`config.mk`:
```
export PLATFORM = sky130hd
export DESIGN_NAME = awarp_front_flat
export DESIGN_NICKNAME = d
export VERILOG_FILES = /design/src/sv/awarp_pkg.sv /design/src/sv/awarp_if.sv /design/src/sv/awarp_front.sv /design/src/flat_wrapper.sv
export SDC_FILE = /design/constraint.sdc
export NUM_CORES = 2
export LEC_CHECK = 0
export ABC_AREA = 1
export CORE_UTILIZATION = 50
export DETAILED_ROUTE_END_ITERATION = 8
export DONT_BUFFER_PORTS = 1
export PLACE_DENSITY = 0.7
export SYNTH_ARGS = -nofsm -noshare
export SYNTH_HDL_FRONTEND = slang
export SYNTH_SLANG_ARGS = --single-unit
```
`constraint.sdc`:
```
create_clock -name clk -period 5.86 [get_ports clk]
set_clock_uncertainty 0.15 [all_clocks]
set_input_delay 0 -clock clk [delete_from_list [all_inputs] [get_ports clk]]
set_output_delay 0 -clock clk [all_outputs]
set_load 0.05 [all_outputs]
```
`src/sv/awarp_pkg.sv`:
```
// Shared constants, register codes and command types of the affine warp sampler.
// No dependencies; imported by every other file of the block but the macro header.
package awarp_pkg;

    localparam int MAX_ROWS = 512;
    localparam int MAX_COLS = 512;
    localparam int ROW_W    = ($clog2(MAX_ROWS) < 2) ? 2 : $clog2(MAX_ROWS);
    localparam int COL_W    = ($clog2(MAX_COLS) < 2) ? 2 : $clog2(MAX_COLS);
    localparam int ROWS_W   = $clog2(MAX_ROWS + 1);
    localparam int COLS_W   = $clog2(MAX_COLS + 1);
    localparam int BANK_AW  = (ROW_W - 1) + (COL_W - 1);

    localparam int PIX_W    = 12;
    localparam int VAL_W    = 8;
    localparam int COEF_W   = 32;
    localparam int FRAC_W   = 16;
    localparam int PROD_W   = PIX_W + 1 + COEF_W;
    localparam int SUM_W    = PROD_W + 1;
    localparam int WGT_W    = FRAC_W + 1;
    localparam int MIX_W    = WGT_W + VAL_W + 1;

    localparam int CMD_DEPTH = 8;
    localparam int CMD_AW    = $clog2(CMD_DEPTH);
    localparam int OUT_DEPTH = 8;
    localparam int OUT_AW    = $clog2(OUT_DEPTH);

    localparam int PADDR_W   = 5;
    localparam int PDATA_W   = 32;

    typedef enum logic [2:0] {
        REG_C00    = 3'd0,
        REG_C01    = 3'd1,
        REG_C10    = 3'd2,
        REG_C11    = 3'd3,
        REG_OFF_R  = 3'd4,
        REG_OFF_C  = 3'd5,
        REG_MODE   = 3'd6,
        REG_EXTENT = 3'd7
    } reg_idx_t;

    typedef enum logic {
        FUNC_WRITE  = 1'b0,
        FUNC_SAMPLE = 1'b1
    } func_t;

    typedef enum logic {
        MODE_NEAREST  = 1'b0,
        MODE_BILINEAR = 1'b1
    } mode_t;

    typedef struct packed {
        logic signed [COEF_W-1:0] c00;
        logic signed [COEF_W-1:0] c01;
        logic signed [COEF_W-1:0] c10;
        logic signed [COEF_W-1:0] c11;
        logic signed [COEF_W-1:0] off_r;
        logic signed [COEF_W-1:0] off_c;
        mode_t                    mode;
        logic [ROWS_W-1:0]        rows;
        logic [COLS_W-1:0]        cols;
    } cfg_t;

    typedef struct packed {
        logic              is_write;
        logic              wr_en;
        logic              in_frame;
        logic [ROW_W-1:0]  row;
        logic [COL_W-1:0]  col;
        logic              clamp_r;
        logic              clamp_c;
        logic [FRAC_W-1:0] frac_r;
        logic [FRAC_W-1:0] frac_c;
        logic [VAL_W-1:0]  wr_data;
    } warp_cmd_t;

endpackage

```
`src/sv/awarp_if.sv`:
```
// Valid/ready channel interfaces for pixel items and sampled results.
// Depends on awarp_pkg.
interface awarp_req_if;
    import awarp_pkg::*;
    logic             valid;
    logic             ready;
    logic             func;
    logic [PIX_W-1:0] pix_row;
    logic [PIX_W-1:0] pix_col;
    logic [VAL_W-1:0] write_value;
    modport source (output valid, func, pix_row, pix_col, write_value, input ready);
    modport sink   (input valid, func, pix_row, pix_col, write_value, output ready);
endinterface


```
`src/sv/awarp_front.sv`:
```
// Front end: accepts items, maps request coordinates and classifies them into commands.
// Depends on awarp_pkg and awarp_req_if.
module awarp_front
(
    input  logic                  clk,
    input  logic                  rst_n,
    awarp_req_if.sink             item,
    input  awarp_pkg::cfg_t       cfg,
    output logic                  push_valid,
    output awarp_pkg::warp_cmd_t  push_cmd,
    input  logic                  pop
);
    import awarp_pkg::*;

    localparam int USED_W = $clog2(CMD_DEPTH + 1);
    localparam int HI_W   = SUM_W - FRAC_W;

    logic                     accept;
    logic [USED_W-1:0]        used_reg;
    logic [USED_W-1:0]        used_next;

    logic                     s1_valid_reg;
    logic                     s1_func_reg;
    logic [PIX_W-1:0]         s1_row_reg;
    logic [PIX_W-1:0]         s1_col_reg;
    logic [VAL_W-1:0]         s1_data_reg;
    logic signed [PROD_W-1:0] p_rr_reg, p_cr_reg, p_rc_reg, p_cc_reg;

    logic                     s2_valid_reg;
    logic                     s2_func_reg;
    logic [PIX_W-1:0]         s2_row_reg;
    logic [PIX_W-1:0]         s2_col_reg;
    logic [VAL_W-1:0]         s2_data_reg;
    logic signed [SUM_W-1:0]  sr_reg, sc_reg;

    logic signed [SUM_W-1:0]  rnd_r, rnd_c;
    logic [HI_W-1:0]          nr_hi, nc_hi;
    logic                     near_ok_r, near_ok_c, bil_ok_r, bil_ok_c;
    logic [ROW_W-1:0]         bil_r1;
    logic [COL_W-1:0]         bil_c1;

    assign item.ready = (used_reg < USED_W'(CMD_DEPTH));
    assign accept     = item.valid && item.ready;

    always_comb
    begin
        used_next = used_reg + USED_W'(accept) - USED_W'(pop);
    end

    always_ff @(posedge clk or negedge rst_n)
    begin
        if (!rst_n)
        begin
            used_reg     <= '0;
            s1_valid_reg <= 1'b0;
            s2_valid_reg <= 1'b0;
        end
        else
        begin
            used_reg     <= used_next;
            s1_valid_reg <= accept;
            s2_valid_reg <= s1_valid_reg;
        end
    end

    always_ff @(posedge clk)
    begin
        s1_func_reg <= item.func;
        s1_row_reg  <= item.pix_row;
        s1_col_reg  <= item.pix_col;
        s1_data_reg <= item.write_value;
        p_rr_reg    <= $signed({1'b0, item.pix_row}) * cfg.c00;
        p_cr_reg    <= $signed({1'b0, item.pix_col}) * cfg.c10;
        p_rc_reg    <= $signed({1'b0, item.pix_row}) * cfg.c01;
        p_cc_reg    <= $signed({1'b0, item.pix_col}) * cfg.c11;

        s2_func_reg <= s1_func_reg;
        s2_row_reg  <= s1_row_reg;
        s2_col_reg  <= s1_col_reg;
        s2_data_reg <= s1_data_reg;
        sr_reg      <= SUM_W'(p_rr_reg) + SUM_W'(p_cr_reg) + SUM_W'(cfg.off_r);
        sc_reg      <= SUM_W'(p_rc_reg) + SUM_W'(p_cc_reg) + SUM_W'(cfg.off_c);
    end

    // Rounding adds one half and floors: a negative value above -0.5 still rounds to row zero.
    always_comb
    begin
        rnd_r     = sr_reg + SUM_W'(32768);
        rnd_c     = sc_reg + SUM_W'(32768);
        nr_hi     = rnd_r[SUM_W-1:FRAC_W];
        nc_hi     = rnd_c[SUM_W-1:FRAC_W];
        bil_ok_r  = !sr_reg[SUM_W-1] && (nr_hi < HI_W'(cfg.rows));
        bil_ok_c  = !sc_reg[SUM_W-1] && (nc_hi < HI_W'(cfg.cols));
        near_ok_r = sr_reg[SUM_W-1] ? ((sr_reg > -SUM_W'(32768)) && (cfg.rows != '0))
                                    : (nr_hi < HI_W'(cfg.rows));
        near_ok_c = sc_reg[SUM_W-1] ? ((sc_reg > -SUM_W'(32768)) && (cfg.cols != '0))
                                    : (nc_hi < HI_W'(cfg.cols));
        bil_r1    = sr_reg[FRAC_W+ROW_W-1:FRAC_W];
        bil_c1    = sc_reg[FRAC_W+COL_W-1:FRAC_W];

        push_valid       = s2_valid_reg;
        push_cmd         = '0;
        push_cmd.is_write = (s2_func_reg == FUNC_WRITE);
        push_cmd.wr_data = s2_data_reg;
        if (s2_func_reg == FUNC_WRITE)
        begin
            push_cmd.wr_en = ((PIX_W+1)'(s2_row_reg) < (PIX_W+1)'(MAX_ROWS))
                          && ((PIX_W+1)'(s2_col_reg) < (PIX_W+1)'(MAX_COLS));
            push_cmd.row   = s2_row_reg[ROW_W-1:0];
            push_cmd.col   = s2_col_reg[COL_W-1:0];
        end
        else if (cfg.mode == MODE_NEAREST)
        begin
            // Nearest is bilinear with zero fractions and both neighbors folded onto one.
            push_cmd.in_frame = near_ok_r && near_ok_c;
            push_cmd.row     = sr_reg[SUM_W-1] ? '0 : nr_hi[ROW_W-1:0];
            push_cmd.col     = sc_reg[SUM_W-1] ? '0 : nc_hi[COL_W-1:0];
            push_cmd.clamp_r = 1'b1;
            push_cmd.clamp_c = 1'b1;
        end
        else
        begin
            push_cmd.in_frame = bil_ok_r && bil_ok_c;
            push_cmd.row     = bil_r1;
            push_cmd.col     = bil_c1;
            push_cmd.frac_r  = sr_reg[FRAC_W-1:0];
            push_cmd.frac_c  = sc_reg[FRAC_W-1:0];
            push_cmd.clamp_r = ((ROW_W+1)'(bil_r1) + (ROW_W+1)'(1)) >= (ROW_W+1)'(cfg.rows);
            push_cmd.clamp_c = ((COL_W+1)'(bil_c1) + (COL_W+1)'(1)) >= (COL_W+1)'(cfg.cols);
        end
    end

endmodule

```
`src/flat_wrapper.sv`:
```
// flat-port wrapper written by rule: the top's interface ports become plain ports
module awarp_front_flat import awarp_pkg::*;
  (clk, rst_n, cfg, push_valid, push_cmd, pop, item_valid, item_func, item_pix_row, item_pix_col, item_write_value, item_ready);
  awarp_req_if item_i ();
  input  logic clk;
  input  logic rst_n;
  input  awarp_pkg::cfg_t cfg;
  output logic push_valid;
  output awarp_pkg::warp_cmd_t push_cmd;
  input  logic pop;
  input wire logic [$bits(item_i.valid)-1:0] item_valid;
  input wire logic [$bits(item_i.func)-1:0] item_func;
  input wire logic [$bits(item_i.pix_row)-1:0] item_pix_row;
  input wire logic [$bits(item_i.pix_col)-1:0] item_pix_col;
  input wire logic [$bits(item_i.write_value)-1:0] item_write_value;
  output wire logic [$bits(item_i.ready)-1:0] item_ready;
  assign item_i.valid = item_valid;
  assign item_i.func = item_func;
  assign item_i.pix_row = item_pix_row;
  assign item_i.pix_col = item_pix_col;
  assign item_i.write_value = item_write_value;
  assign item_ready = item_i.ready;
  awarp_front u_core (.clk(clk), .rst_n(rst_n), .item(item_i), .cfg(cfg), .push_valid(push_valid), .push_cmd(push_cmd), .pop(pop));
endmodule
```
==> run metrics <==
peak per-stage delay on the critical path=0.95 ns; Critical Path Source Type=input pin; post-synthesis simple-gate area fraction=0.174; Worst-path clk slew=0.06 ns; Via density=5.18; actual slew at the worst max-slew pin=1.30 ns; GPL Wtd Cong=0.997; Reg-to-Reg End=u_core.sr_reg[15]; CP delay by family, top=adder cells; post-synthesis cell count=9996; xor and xnor area share after synthesis=0.0347; total CTS buffers=39; WP data required=6.12 ns; root buffer cell=clkbuf_16; R2R setup slack=2.19 ns; Syn Nets=12221; relative slew slack=0.149; Hold Startpoint=item_pix_col[7]; Crit Path Class=in -> reg; largest family of logic cells by synthesized area=adder cells; 1st-iter DRT viols=4532; Clock Latency Late Sink=0.58 ns; ratio of cells with drive above 1 in the final layout=0.0116; H-tree level count=2; antenna viol nets, final=0; register area share after synthesis=0.0922; Fin Setup TNS=0 ns; library cells used by synthesis=49; final count of hold timing violations=0; Final Max Tran Viols=0; synthesized area=75000 um2; # rows=141; achievable frequency=198 MHz; Post-CTS Setup Bufs=0; pin count of the biggest net entering global routing=66; clock tree sinks=344; die span in x=389 um; # DRC=0; mean post-synth cell area=7.51 um2; P&R area growth vs syn=6.14%; worst path cell trace=dlygate4sd3_1, nand2_1, inv_1, ha_1, inv_1, fa_1, inv_1, ha_1, ha_1, ha_1, ha_1, inv_1, fa_1, inv_1, nand3_1, nor2_1, nor2_1, o21ai_2, a21boi_1, o21ai_1, nand2_1, nand3_1, nand2_1; initial antenna violation count=59; port bufs=0; grt ovf=0; Tot GR Track Use=0.308; hold crit path type=in -> reg; Final Routed Wirelength=229 mm; mux share of post-synthesis cell area=0; routed vias=62034; worst path bufs/invs=6; Ports=315; RSZ-0062 raised after global routing=false; CP arrival=5.32 ns; status=finished, final reports clean; Nets=12147; Synth Warn #=0; Yosys reg bits=344; clock buffer depth=3; DIE AREA=152000 um2; period utilization=0.864; worst r2r src=u_core.p_cr_reg[1]; First-pass DRT Iterations=6; final setup violation count=0; area of the core=148000 um2; Compound-Gate Fraction of Synth Area=0.0607; Die Y=389 um; number of global-route vias before repair=65441; Critical Path End Type=flip-flop; hold path depth=1; Reg2Reg Depth=12; post-layout util=0.537; Starting Density=0.506; first-pass GRT wire length=363 mm; TritonCTS clock tree=built; worst-path fanout max=61; hold endpoint=u_core.s1_col_reg[7]; adder-cell area share of the yosys netlist=0.474; Max Cap Viol=0; HPWL after DPL=188 mm; min Tclk post-route=5.06 ns; WL/cell=19.2 um; CP max stage cell=dlygate4sd3_1
[synthesized netlist by cell type, drive strengths merged]
master	n	area share
buf	36	0.0018
o311ai	1	0.00012
nand2	2415	0.12
o31ai	2	0.00020
nor3	33	0.0023
xor2	209	0.024
o31a	1	0.00012
xnor2	88	0.010
o22ai	1	0.000083
o211ai	9	0.00090
clkbuf	270	0.014
dfrtp	6	0.0020
a21oi	316	0.021
a211oi	4	0.00040
a311oi	2	0.00023
a21boi	17	0.0019
o21ai	217	0.015
nand4	35	0.0029
nor2	557	0.029
o21bai	42	0.0042
nand3	181	0.012
o21a	22	0.0022
nor4b	1	0.00020
dfxtp	338	0.090
fa	1445	0.39
nor4	45	0.0038
o2111ai	5	0.00058
a31o	1	0.00012
a31oi	78	0.0065
inv	2989	0.15
or4	1	0.00010
or2	2	0.00017
a21o	38	0.0038
nand3b	10	0.0010
ha	530	0.088
o221ai	30	0.0035
and3	19	0.0016
[per-stage QoR]
step	cell area (um2)	worst slack, ns	hold WS [ns]	instances
final	79700	0.797	0.0382	11980
after global routing	79600	0.685	0.00800	11968
after CTS	79600	0.934	0.00157	11949
after detailed placement	76500	0.523	-0.445	11707
after global placement	76500	0.482	-0.445	11707
after floorplan	75000	0.824	-0.446	9996
[worst max-delay path by stage]
stage                                      to  cells after the start         startpoint
after global routing      u_core.p_rr_reg[36]                     23    item_pix_row[1]
after detailed placement  u_core.p_rr_reg[39]                     21    item_pix_row[1]
after global placement    u_core.p_rr_reg[39]                     21    item_pix_row[1]
after floorplan           u_core.p_cr_reg[42]                     21    item_pix_col[3]
after CTS                        push_cmd[60]                     12  u_core.sr_reg[15]
final                     u_core.p_rr_reg[36]                     23    item_pix_row[1]
[logic make-up (layout without fill, tap and decap cells)]
group	count (synthesis)	after routing
compound gates	786	786
xor+xnor	297	297
fa+ha+maj	1975	1975
buf+inv	3295	3246
flops	344	344
other cells	0	31
simple gates	3299	3299
[layout make-up]
type / count / area, um2
fill: 14199 / 68700
multi-input combinational: 6357 / 55800
inverter: 2989 / 11200
sequential: 344 / 6920
tap: 2002 / 2500
timing repair buffer: 191 / 1880
clock buffer: 50 / 1090
clock inverter: 16 / 185
antenna: 31 / 77.6
[what timing repair did]
action / in CTS / in global routing
hold buffers: 176 / 0
resized for setup: 0 / 0
hold endpoints to repair: 156 / 0
[metal layers]
metal	part of all wire	track usage	wire, um	up-vias
li1	-	-	-	28663
met1	0.41	0.398	93600	30624
met2	0.48	0.525	111000	2289
met3	0.074	0.0502	16900	430
met4	0.036	0.101	8200	28
met5	0.00073	0.000319	168	-
[worst reg2reg max path, cell delays in order, from the launching register on]
cell           delay, ns
dfxtp_1             0.32
fa_1                0.50
ha_1                0.18
inv_1               0.08
fa_1                0.48
o21ai_2             0.32
nand2_1             0.11
nand2_1             0.22
nand2_1             0.08
nand2_1             0.20
a21oi_1             0.18
xnor2_1             0.16
dlygate4sd3_1       0.57
[placed cells by master (no fill, tap or decap), types with 179 or more instances in the layout]
| cell | synthesis | final |
|---|---|---|
| inv_1 | 2988 | 2988 |
| nand2_1 | 2413 | 2412 |
| fa_1 | 1445 | 1445 |
| nor2_1 | 543 | 543 |
| ha_1 | 530 | 530 |
| dfxtp_1 | 338 | 338 |
| a21oi_1 | 316 | 316 |
| xor2_1 | 209 | 209 |
| o21ai_0 | 199 | 199 |
| nand3_1 | 179 | 179 |
Power is left out: the tool's default activity adds up to more than one toggle a clock period on the data nets, which glitch-free logic cannot reach.
