## config.mk

```make
export PLATFORM = sky130hd
export DESIGN_NAME = awarp_cmd_fifo
export DESIGN_NICKNAME = d
export VERILOG_FILES = /design/src/sv/awarp_pkg.sv /design/src/sv/awarp_cmd_fifo.sv
export SDC_FILE = /design/constraint.sdc
export NUM_CORES = 1
export LEC_CHECK = 0
export ABC_AREA = 1
export BUFFER_PORTS_ARGS = -buffer_cell sky130_fd_sc_hd__buf_4
export CAP_MARGIN = 20
export CORE_ASPECT_RATIO = 1.75
export CORE_MARGIN = 8
export CORE_UTILIZATION = 30
export CTS_CLUSTER_DIAMETER = 100
export DETAILED_ROUTE_END_ITERATION = 6
export SLEW_MARGIN = 20
export SYNTH_ARGS = -nofsm -noshare
export SYNTH_HDL_FRONTEND = slang
export SYNTH_SLANG_ARGS = --single-unit
```

## constraint.sdc

```tcl
create_clock -name clk -period 3.82 [get_ports clk]
set_input_delay 0.764 -clock clk [delete_from_list [all_inputs] [get_ports clk]]
set_output_delay 0.764 -clock clk [all_outputs]
set_load 0.01 [all_outputs]
```

## src/sv/awarp_pkg.sv

```systemverilog
// Shared constants, register codes and command types of the affine warp sampler.
// No dependencies; imported by every other file of the block but the macro header.
package awarp_pkg;

    localparam int MAX_ROWS = 512;
    localparam int MAX_COLS = 512;
    localparam int ROW_W    = ($clog2(MAX_ROWS) < 2) ? 2 : $clog2(MAX_ROWS);
    localparam int COL_W    = ($clog2(MAX_COLS) < 2) ? 2 : $clog2(MAX_COLS);
    localparam int ROWS_W   = $clog2(MAX_ROWS + 1);
    localparam int COLS_W   = $clog2(MAX_COLS + 1);
    localparam int BANK_AW  = (ROW_W - 1) + (COL_W - 1);

    localparam int PIX_W    = 12;
    localparam int VAL_W    = 8;
    localparam int COEF_W   = 32;
    localparam int FRAC_W   = 16;
    localparam int PROD_W   = PIX_W + 1 + COEF_W;
    localparam int SUM_W    = PROD_W + 1;
    localparam int WGT_W    = FRAC_W + 1;
    localparam int MIX_W    = WGT_W + VAL_W + 1;

    localparam int CMD_DEPTH = 8;
    localparam int CMD_AW    = $clog2(CMD_DEPTH);
    localparam int OUT_DEPTH = 8;
    localparam int OUT_AW    = $clog2(OUT_DEPTH);

    localparam int PADDR_W   = 5;
    localparam int PDATA_W   = 32;

    typedef enum logic [2:0] {
        REG_C00    = 3'd0,
        REG_C01    = 3'd1,
        REG_C10    = 3'd2,
        REG_C11    = 3'd3,
        REG_OFF_R  = 3'd4,
        REG_OFF_C  = 3'd5,
        REG_MODE   = 3'd6,
        REG_EXTENT = 3'd7
    } reg_idx_t;

    typedef enum logic {
        FUNC_WRITE  = 1'b0,
        FUNC_SAMPLE = 1'b1
    } func_t;

    typedef enum logic {
        MODE_NEAREST  = 1'b0,
        MODE_BILINEAR = 1'b1
    } mode_t;

    typedef struct packed {
        logic signed [COEF_W-1:0] c00;
        logic signed [COEF_W-1:0] c01;
        logic signed [COEF_W-1:0] c10;
        logic signed [COEF_W-1:0] c11;
        logic signed [COEF_W-1:0] off_r;
        logic signed [COEF_W-1:0] off_c;
        mode_t                    mode;
        logic [ROWS_W-1:0]        rows;
        logic [COLS_W-1:0]        cols;
    } cfg_t;

    typedef struct packed {
        logic              is_write;
        logic              wr_en;
        logic              in_frame;
        logic [ROW_W-1:0]  row;
        logic [COL_W-1:0]  col;
        logic              clamp_r;
        logic              clamp_c;
        logic [FRAC_W-1:0] frac_r;
        logic [FRAC_W-1:0] frac_c;
        logic [VAL_W-1:0]  wr_data;
    } warp_cmd_t;

endpackage

```

## src/sv/awarp_cmd_fifo.sv

```systemverilog
// Short command queue between the front end and the sampling back end.
// Depends on awarp_pkg.
module awarp_cmd_fifo
(
    input  logic                  clk,
    input  logic                  rst_n,
    input  logic                  push_valid,
    input  awarp_pkg::warp_cmd_t  push_cmd,
    output logic                  head_valid,
    output awarp_pkg::warp_cmd_t  head_cmd,
    input  logic                  pop
);
    import awarp_pkg::*;

    localparam int CNT_W = $clog2(CMD_DEPTH + 1);

    warp_cmd_t          entry_reg [CMD_DEPTH];
    logic [CMD_AW-1:0]  wr_ptr_reg, rd_ptr_reg;
    logic [CNT_W-1:0]   count_reg;

    assign head_valid = (count_reg != '0);
    assign head_cmd   = entry_reg[rd_ptr_reg];

    always_ff @(posedge clk or negedge rst_n)
    begin
        if (!rst_n)
        begin
            wr_ptr_reg <= '0;
            rd_ptr_reg <= '0;
            count_reg  <= '0;
        end
        else
        begin
            if (push_valid)
            begin
                wr_ptr_reg <= wr_ptr_reg + CMD_AW'(1);
            end
            if (pop)
            begin
                rd_ptr_reg <= rd_ptr_reg + CMD_AW'(1);
            end
            count_reg <= count_reg + CNT_W'(push_valid) - CNT_W'(pop);
        end
    end

    always_ff @(posedge clk)
    begin
        if (push_valid)
        begin
            entry_reg[wr_ptr_reg] <= push_cmd;
        end
    end

endmodule

```

==> results.ini, run 1 <==
[routing]
drc_errors = 0
viasPerCell = 4.297
vias = 14330
drtIter0Drc = 848
wire_per_inst_um = 16.18
ant_nets = 0
drt_first_pass_iters = 4
wl_mm = 53.95

[grt]
grt_usage_pct = 12.61
grt_pass1_wl_mm = 82.17
antenna_found_initial = 1
grt_pass1_vias = 14020
grt.overflow.total = 0
grt_max_degree = 175

[finish]
fillers = 7289
final_cell_area_um2 = 26140
multi_input_area_um2 = 4653
drive_gt1_share_pct = 9.874
instances_no_fill = 3335
syn2layout_area_growth_pct = 15.99
largest_reg_flops = 504
regArea_um2 = 15400
diodes = 0
utilization_pct = 34.99
finish.net_count = 2430

[placement]
port_buffers = 130
placed_area_um2 = 24550
place_hpwl_mm = 30.37
gp_congestion = 0.7107
pre_cts_ws_ns = 1.011
dp_cells = 3248

[setup_path]
critPathRequiredTime_ns = 3.06
critPathCaptureType = output port
critPathSlowestCell = dfrtp_4
arrival_ns = 2.54
r2r-start = wr_ptr_reg[0]$_DFFE_PN0P_
cpPeakStageDelay_ns = 0.52
startpoint = rd_ptr_reg[0]$_DFFE_PN0P_
cp-start-kind = flop
path_max_fanout = 81
crit_type = reg -> out
cp_cell_sequence = inv_8 -> buf_12 -> nand2_1 -> nand3_1 -> nand2_1 -> nand2_1 -> nand2_1 -> buf_4
crit_top_cell = nand2_1

[clock_tree]
cts_root_buf = clkbuf_16
cts.sinks = 514
cts_made_buffers = 49
cts_buffer_depth = 3
path_clk_slew_ns = 0.06
post_cts_buffers = 0
h-tree-depth = 2
cts_hold_buf = 1
post_cts_resized = 0
insertion_delay_ns = 0.60
cts_tree = yes

[die]
die-area_um2 = 84500
rows = 133
die_w_um = 223.2
core_um2 = 74720
initial_core_util_pct = 30.16
io_pins = 131
die_height_um = 378.6

[power]
peakVddDrop_mv = 0.5205
p_leak_uw = 0.01188
power_density_nw_per_um2 = 724.2

[logic_synthesis]
synth_top_area_share_pct = 67.15
syn_avg_cell_area_um2 = 10.06
synthTopCellsByArea = edfxtp_1 67%, nand2_1 14%, inv_1 8.6%
ys_seq_elements = 514
yosysSeqAreaShare_pct = 68.26
postSynthCellCount = 2240
post-synth-top-area-cell = edfxtp_1
syn_area_um2 = 22540
synth_nets = 2315
yosysWarnings = 0
yosysUniqueCellTypes = 21

[hold_path]
hp-start = push_cmd[11]
hp-class = in -> reg

[sta]
finalSetupViolations = 0
rsz0062_at_grt = false
fin_crit_ns = 3.299
postLayoutSetupSlackWorst_ns = 0.5206
period_share_pct = 86.37
slew_headroom_pct = 32.21
hold_viol = 0
clock.fmax_mhz = 303.1
maxSlewViolCount = 0
skew_ns = 0.02284
tightest_slew_ns = 1.017
setup_tns_ns = 0

[status]
status = finished clean

[flow_run]
cap_violations = 0

[area by class of cell]
class / instances / area share (%)
clock buffer: 65 / 5.001
clock inverter: 21 / 1.067
inverter: 521 / 7.519
multi-input combinational: 1110 / 17.80
sequential: 514 / 58.89
tap: 945 / 4.523
timing repair buffer: 159 / 5.198
[synthesized netlist by cell type, drive strengths merged]
cell type / instances
edfxtp: 504
clkbuf: 16
nand3: 254
or2: 1
buf: 79
xor2: 4
a21oi: 1
xnor2: 1
dfrtp: 10
ha: 7
inv: 521
o21ai: 2
fa: 1
nand2: 831
nor2: 8
[through the flow]
stage	hold WS (ns)	power (uW)
final	0.3998	18930
after global routing	0.3626	20200
after CTS	0.3335	19350
after detailed placement	0.5335	14400
after global placement	0.5355	14370
after floorplan	0.4684	11610
[per-layer routing]
metal	up-vias	track usage (%)	wire [um]	share of wire (%)
met2	251	23.85	29050	54
met5	-	0	13	0.024
met4	2	4.346	1367	2.5
li1	7155	-	-	-
met1	6837	14.21	21380	40
met3	86	1.941	2137	4.0
[power by group]
group / internal (uW) / switching (uW)
clock: 2820 / 2070
combinational: 2350 / 4710
sequential: 6850 / 139
[cells in the final DEF, fill, tap and decap left out, drive strengths merged, types with 2 or more instances in the layout]
master  Yosys  routed
inv       521     524
dfrtp      10      10
bufinv      0       6
nand2     831     831
nor2        8       8
buf        79     158
xor2        4       4
edfxtp    504     504
o21ai       2       2
clkinv      0      12
nand3     254     254
ha          7       7
clkbuf     16      65
[path summary, 6_finish.rpt]
| kind | cells past startpoint | slack, ns | to |
|---|---|---|---|
| max | 8 | 0.52 | head_cmd[48] |
| min | 1 | 0.40 | entry_reg[6][11]$_DFFE_PP_ |
| max reg2reg | 3 | 1.65 | entry_reg[6][8]$_DFFE_PP_ |
| min reg2reg | 2 | 0.55 | wr_ptr_reg[0]$_DFFE_PN0P_ |
| max in group asynchronous | 2 | 3.07 | rd_ptr_reg[2]$_DFFE_PN0P_ |
| min in group asynchronous | 2 | 0.55 | rd_ptr_reg[1]$_DFFE_PN0P_ |
[kinds of logic (layout without fill, tap and decap cells)]
family	after synthesis	count (layout)	synth area share, %
buffers and inverters	616	766	11.36
and+or+nand+nor	1094	1094	19.64
AOI/OAI and AO/OA	3	3	0.06660
adders and majority gates	8	8	0.4774
xor gates and xnor gates	5	5	0.1943
DFF	514	514	68.26
[worst max-delay path: cells and delay by family (launching register included)]
family / cells / cell delay (ns)
buf+inv: 3 / 0.87
flops: 1 / 0.52
simple gates: 5 / 0.44
No activity file was read; power rests on OpenSTA's default activity.
==> run 2, diff against run 1 <==
ABC_AREA = unset   (was 1)
CAP_MARGIN = unset   (was 20)
CORE_UTILIZATION = 54   (was 30)
PLACE_DENSITY = 0.75   (was unset)
==> results.ini, run 2 <==
[setup_path]
arrival_ns = 2.70  ; +0.16 ns
cpPeakStageDelay_ns = 0.71  ; +0.19 ns
path_max_fanout = 20  ; -75%
critPathRequiredTime_ns = 3.06  ; about the same
cp-start-kind = flop
crit_type = reg -> out
critPathSlowestCell = dfrtp_4
critPathCaptureType = output port
rr_worst_depth = 3  ; unchanged
rrSetupSlack_ns = 1.67  ; +0.02 ns
crit_top_cell = buf_4
cp_cell_sequence = buf_4 -> mux4_2 -> mux2_2 -> buf_4
r2r-end = entry_reg[7][48]$_DFFE_PP_
r2r-start = wr_ptr_reg[0]$_DFFE_PN0P_

[logic_synthesis]
synth_nets = 855  ; -63%
yosysUniqueCellTypes = 21  ; unchanged
yosysSeqAreaShare_pct = 79.18  ; +11 points
synth-async-reset-ratio_pct = 1.946  ; unchanged
syn_area_um2 = 19430  ; -14%
ys_seq_elements = 514  ; unchanged
synthTopCellsByArea = edfxtp_1 78%, mux4_2 15%, mux2_2 3.8%
ys.flop_type = edfxtp_1
netlist_top_cells_count = 504 x edfxtp_1, 126 x mux4_2, 65 x mux2_2
synth_top_area_share_pct = 77.89  ; +11 points
synth_edf_count = 504  ; unchanged
yosysMostFrequentCell = edfxtp_1
syn_avg_cell_area_um2 = 24.91  ; +150%
yosysWarnings = 0  ; unchanged
postSynthCellCount = 780  ; -65%
post-synth-top-area-cell = edfxtp_1

[sta]
hold_ws_ns = 0.04856  ; -0.3512 ns
finalSetupViolations = 0  ; unchanged
tightest_slew_ns = 0.8525  ; -0.1643 ns
slew_headroom_pct = 43.03  ; +11 points
maxSlewViolCount = 0  ; unchanged
clock.fmax_mhz = 288.7  ; -4.7%
fin_crit_ns = 3.464  ; +0.1643 ns
period_share_pct = 90.67  ; +4.3 points
skew_ns = 0.01316  ; -0.009675 ns
hold_viol = 0  ; unchanged
rsz0062_at_grt = false

[clock_tree]
path_clk_slew_ns = 0.07  ; about the same
post_cts_buffers = 0  ; unchanged
h-tree-depth = 2  ; unchanged
insertion_delay_ns = 0.54  ; -0.06 ns
cts_tree = yes
cts_buffer_depth = 3  ; unchanged
post_cts_resized = 0  ; unchanged
cts_made_buffers = 43  ; -12%
cts_hold_buf = 0  ; -1
cts.sinks = 514  ; unchanged
cts_root_buf = clkbuf_16

[grt]
grt_pass1_wl_mm = 56.79  ; -31%
grt_pass1_vias = 9328  ; -33%
grt_usage_pct = 17.84  ; +5.2 points
grt.overflow.total = 0  ; unchanged
antenna_found_initial = 4  ; +3
grt_max_degree = 47  ; -73%

[routing]
wire_per_inst_um = 25.97  ; +61%
drt_first_pass_iters = 4  ; unchanged
wl_mm = 37.61  ; -30%
vias = 8505  ; -41%
viasPerCell = 5.874  ; +37%
drtIter0Drc = 566  ; -33%
ant_nets = 0  ; unchanged
drc_errors = 0  ; unchanged

[flow_run]
cap_violations = 0  ; unchanged

[finish]
utilization_pct = 63.16  ; +28 points
regArea_um2 = 15400  ; unchanged
finish.net_count = 1023  ; -58%
final_cell_area_um2 = 22610  ; -14%
fillers = 2359  ; -68%
final_common_cell = edfxtp_1
syn2layout_area_growth_pct = 16.37
multi_input_area_um2 = 3881  ; -17%
largest_reg_flops = 504  ; unchanged
drive_gt1_share_pct = 43.19  ; +33 points
final_cell_mix = 504 x edfxtp_1, 149 x buf_4, 126 x mux4_2, 65 x mux2_2, 43 x clkbuf_16
instances_no_fill = 1448  ; -57%

[die]
core_um2 = 35800  ; -52%
rows = 92  ; -31%
die_w_um = 159.4  ; -29%
die_height_um = 266.9  ; -29%
initial_core_util_pct = 54.27  ; +24 points
io_pins = 131  ; unchanged
die-area_um2 = 42550  ; -50%

[power]
power_density_nw_per_um2 = 768.6  ; +6.1%
peakVddDrop_mv = 0.4731  ; -9.1%
p_leak_uw = 0.007401  ; -38%

[placement]
place_hpwl_mm = 21.58  ; -29%
gp_congestion = 0.7007  ; -1.4%
dp_cells = 1373  ; -58%
port_buffers = 130  ; unchanged
placed_area_um2 = 21190  ; -14%

[status]
status = finished clean

[hold_path]
hp-class = in -> async

[run 2: worst max path at each step]
| stage | from | to | cells past startpoint |
|---|---|---|---|
| 3_3_place_gp | rd_ptr_reg[0]$_DFFE_PN0P_ | head_cmd[39] | 4 |
| 2_1_floorplan | push_valid | entry_reg[1][0]$_DFFE_PP_ | 2 |
| 3_5_place_dp | rd_ptr_reg[0]$_DFFE_PN0P_ | head_cmd[13] | 4 |
| 5_1_grt | rd_ptr_reg[0]$_DFFE_PN0P_ | head_cmd[39] | 4 |
| 6_report | rd_ptr_reg[0]$_DFFE_PN0P_ | head_cmd[13] | 4 |
| 4_1_cts | rd_ptr_reg[0]$_DFFE_PN0P_ | head_cmd[13] | 4 |
[run 2: cell type report]
cell class              instances  share of cell area [%]
flip-flops and latches        514                   68.09
multi-input cells             223                   17.17
repair buffers                158                   5.744
clock buffers                  51                   4.936
well taps                     470                   2.601
clock inverters                23                   1.317
inverters                       8                  0.1328
diodes                          1                 0.01107
[run 2: layer usage]
layer	global-route usage, %	part of all wire, %
met1	21.08	38
met2	32.41	55
met4	6.015	2.2
met3	3.273	4.5
met5	0	0.10
[run 2: critical path: cells and delay by family, from the launching register on]
family,cells,cell delay (ns)
buffers and inverters,2,0.54
DFF,1,0.71
muxes,2,0.90
[run 2: cells by family after synthesis]
family	Yosys count	share of synthesized area [%]
compound gates	2	0.06439
mux	191	18.37
buf+inv	43	1.191
xor+xnor	6	0.2705
simple gates	16	0.3670
fa+ha+maj	8	0.5538
flops	514	79.18
[run 2: where the power goes]
part / switching, uW / leakage [uW] / internal (uW)
combinational: 2550 / 0.00202 / 2870
clock: 1880 / 0.000693 / 2560
sequential: 435 / 0.00469 / 7090
total: 4860 / 0.00740 / 12500
[run 2: per-stage QoR]
stage / setup TNS, ns / total power [uW] / worst slack (ns)
after floorplan: -59.51 / 11000 / -0.1911
after global placement: 0 / 13100 / 0.8705
after detailed placement: 0 / 13230 / 0.8548
after CTS: 0 / 17670 / 0.2573
after global routing: 0 / 18120 / 0.2032
final: 0 / 17380 / 0.3562
==> run 3, diff against run 2 <==
--- a/config.mk
+++ b/config.mk
@@ -10,6 +10,5 @@
 export CORE_MARGIN = 8
-export CORE_UTILIZATION = 54
+export CORE_UTILIZATION = 26
 export CTS_CLUSTER_DIAMETER = 100
 export DETAILED_ROUTE_END_ITERATION = 6
-export PLACE_DENSITY = 0.75
 export SLEW_MARGIN = 20
--- a/constraint.sdc
+++ b/constraint.sdc
@@ -3,2 +3,2 @@
 set_output_delay 0.764 -clock clk [all_outputs]
-set_load 0.01 [all_outputs]
+set_load 0.1 [all_outputs]
==> results.ini, run 3 (synthesis results as in run 2) <==
[setup_path]
critPathRequiredTime_ns = 3.06  ; about the same
cp_cell_sequence = buf_12 -> mux4_2 -> mux2_2 -> buf_4
path_max_fanout = 52  ; +160%
arrival_ns = 2.62  ; -0.08 ns
rrSetupSlack_ns = 1.78  ; +0.11 ns
r2r-end = entry_reg[7][37]$_DFFE_PP_
cp-start-kind = flop
cpPeakStageDelay_ns = 0.58  ; -0.13 ns
critPathCaptureType = output port
critPathSlowestCell = mux4_2
rr_worst_depth = 3  ; unchanged
crit_type = reg -> out
r2r-start = wr_ptr_reg[0]$_DFFE_PN0P_

[die]
initial_core_util_pct = 26.26  ; -28 points
die-area_um2 = 84080  ; +98%
core_um2 = 73990  ; +110%
rows = 132  ; +43%
die_height_um = 377.6  ; +41%
io_pins = 131  ; unchanged
die_w_um = 222.6  ; +40%

[clock_tree]
insertion_delay_ns = 0.59  ; +0.05 ns
post_cts_resized = 0  ; unchanged
cts_made_buffers = 47  ; +9.3%
cts_root_buf = clkbuf_16
cts.sinks = 514  ; unchanged
h-tree-depth = 2  ; unchanged
path_clk_slew_ns = 0.07  ; about the same
cts_tree = yes
cts_buffer_depth = 3  ; unchanged

[finish]
utilization_pct = 31.55  ; -32 points
final_cell_mix = 504 x edfxtp_1, 148 x buf_4, 126 x mux4_2, 65 x mux2_2, 48 x clkbuf_16
syn2layout_area_growth_pct = 20.16
finish.net_count = 1025  ; +0.20%
largest_reg_flops = 504  ; unchanged
final_cell_area_um2 = 23350  ; +3.3%
drive_gt1_share_pct = 42.70  ; -0.50 points
instances_no_fill = 1928  ; +33%
final_common_cell = edfxtp_1

[routing]
drc_errors = 0  ; unchanged
wire_per_inst_um = 22.26  ; -14%
vias = 8463  ; -0.49%
viasPerCell = 4.390  ; -25%
drtIter0Drc = 616  ; +8.8%
drt_first_pass_iters = 4  ; unchanged
ant_nets = 0  ; unchanged
wl_mm = 42.92  ; +14%

[grt]
antenna_found_initial = 4  ; unchanged
grt_usage_pct = 10.20  ; -7.6 points
grt_max_degree = 98  ; +110%
grt.overflow.total = 0  ; unchanged
grt_pass1_wl_mm = 63.45  ; +12%
grt_pass1_vias = 9643  ; +3.4%

[sta]
hold_viol = 0  ; unchanged
clock.fmax_mhz = 295.7  ; +2.4%
period_share_pct = 88.53  ; -2.1 points
finalSetupViolations = 0  ; unchanged
rsz0062_at_grt = false
maxSlewViolCount = 0  ; unchanged
skew_ns = 0.02290  ; +0.009742 ns
fin_crit_ns = 3.382  ; -0.08186 ns
tightest_slew_ns = 0.6998  ; -0.1528 ns
slew_headroom_pct = 53.35  ; +10 points
hold_ws_ns = 0.4083  ; +0.3597 ns

[status]
status = finished clean

[placement]
port_buffers = 130  ; unchanged
place_hpwl_mm = 24.55  ; +14%
gp_congestion = 0.6554  ; -6.5%
placed_area_um2 = 21730  ; +2.5%
dp_cells = 1838  ; +34%

[flow_run]
cap_violations = 0  ; unchanged

[hold_path]
hold_end = entry_reg[3][46]$_DFFE_PP_
min_path_cells = 1
hp-class = in -> reg
hp-start = push_cmd[46]

## run 3: changes by cell type in the layout (fill, tap and decap cells not counted), sizes merged
cell / change
dlygate4sd3: +1
clkinv: +4
inv: +2
clkbuf: +4
bufinv: +1
buf: -3
diode: +3
## run 3: what timing repair did
item | 4_1_cts | 5_1_grt
setup buffers | 0 | 0
hold buffers | 1 | 0
endpoints found under the hold margin | 10 | 0
## run 3: worst max path at each step
stage	start	end	slack [ns]
after floorplan	push_valid	entry_reg[1][0]$_DFFE_PP_	-0.19
after global placement	rd_ptr_reg[0]$_DFFE_PN0P_	head_cmd[5]	1.02
after detailed placement	rd_ptr_reg[0]$_DFFE_PN0P_	head_cmd[13]	1.01
after CTS	rd_ptr_reg[0]$_DFFE_PN0P_	head_cmd[13]	0.35
after global routing	rd_ptr_reg[0]$_DFFE_PN0P_	head_cmd[10]	0.29
final	rd_ptr_reg[0]$_DFFE_PN0P_	head_cmd[12]	0.44
## run 3: per-layer routing
layer,up-vias,global-route usage (%),share of wire (%)
met5,-,0,0
met1,4563,11.49,40
li1,3674,-,-
met2,161,18.76,53
met3,65,2.058,3.9
met4,0,3.923,3.1
## run 3: cell type report
type / instances / area [um^2]
fillers: 7059 / 50640
flip-flops and latches: 514 / 15400
multi-input cells: 223 / 3881
repair buffers: 156 / 1261
clock buffers: 55 / 1227
well taps: 938 / 1174
clock inverters: 30 / 367.9
inverters: 8 / 30.03
diodes: 4 / 10.01
## run 3: through the flow
stage	TNS (ns)	setup slack, ns
global placement	0	1.022
global route	0	0.2867
detailed placement	0	1.011
finish	0	0.4381
CTS	0	0.3501
floorplan	-59.51	-0.1911
## run 3: critical path: cells and delay by family, from the launching register on
| family | cells | cell delay (ns) |
|---|---|---|
| buffers and inverters | 2 | 0.57 |
| multiplexers | 2 | 0.86 |
| flip-flops | 1 | 0.49 |
Power of run 3 is not shown: default switching activity piles up to over one toggle a cycle in this logic, so the estimate is an artifact.
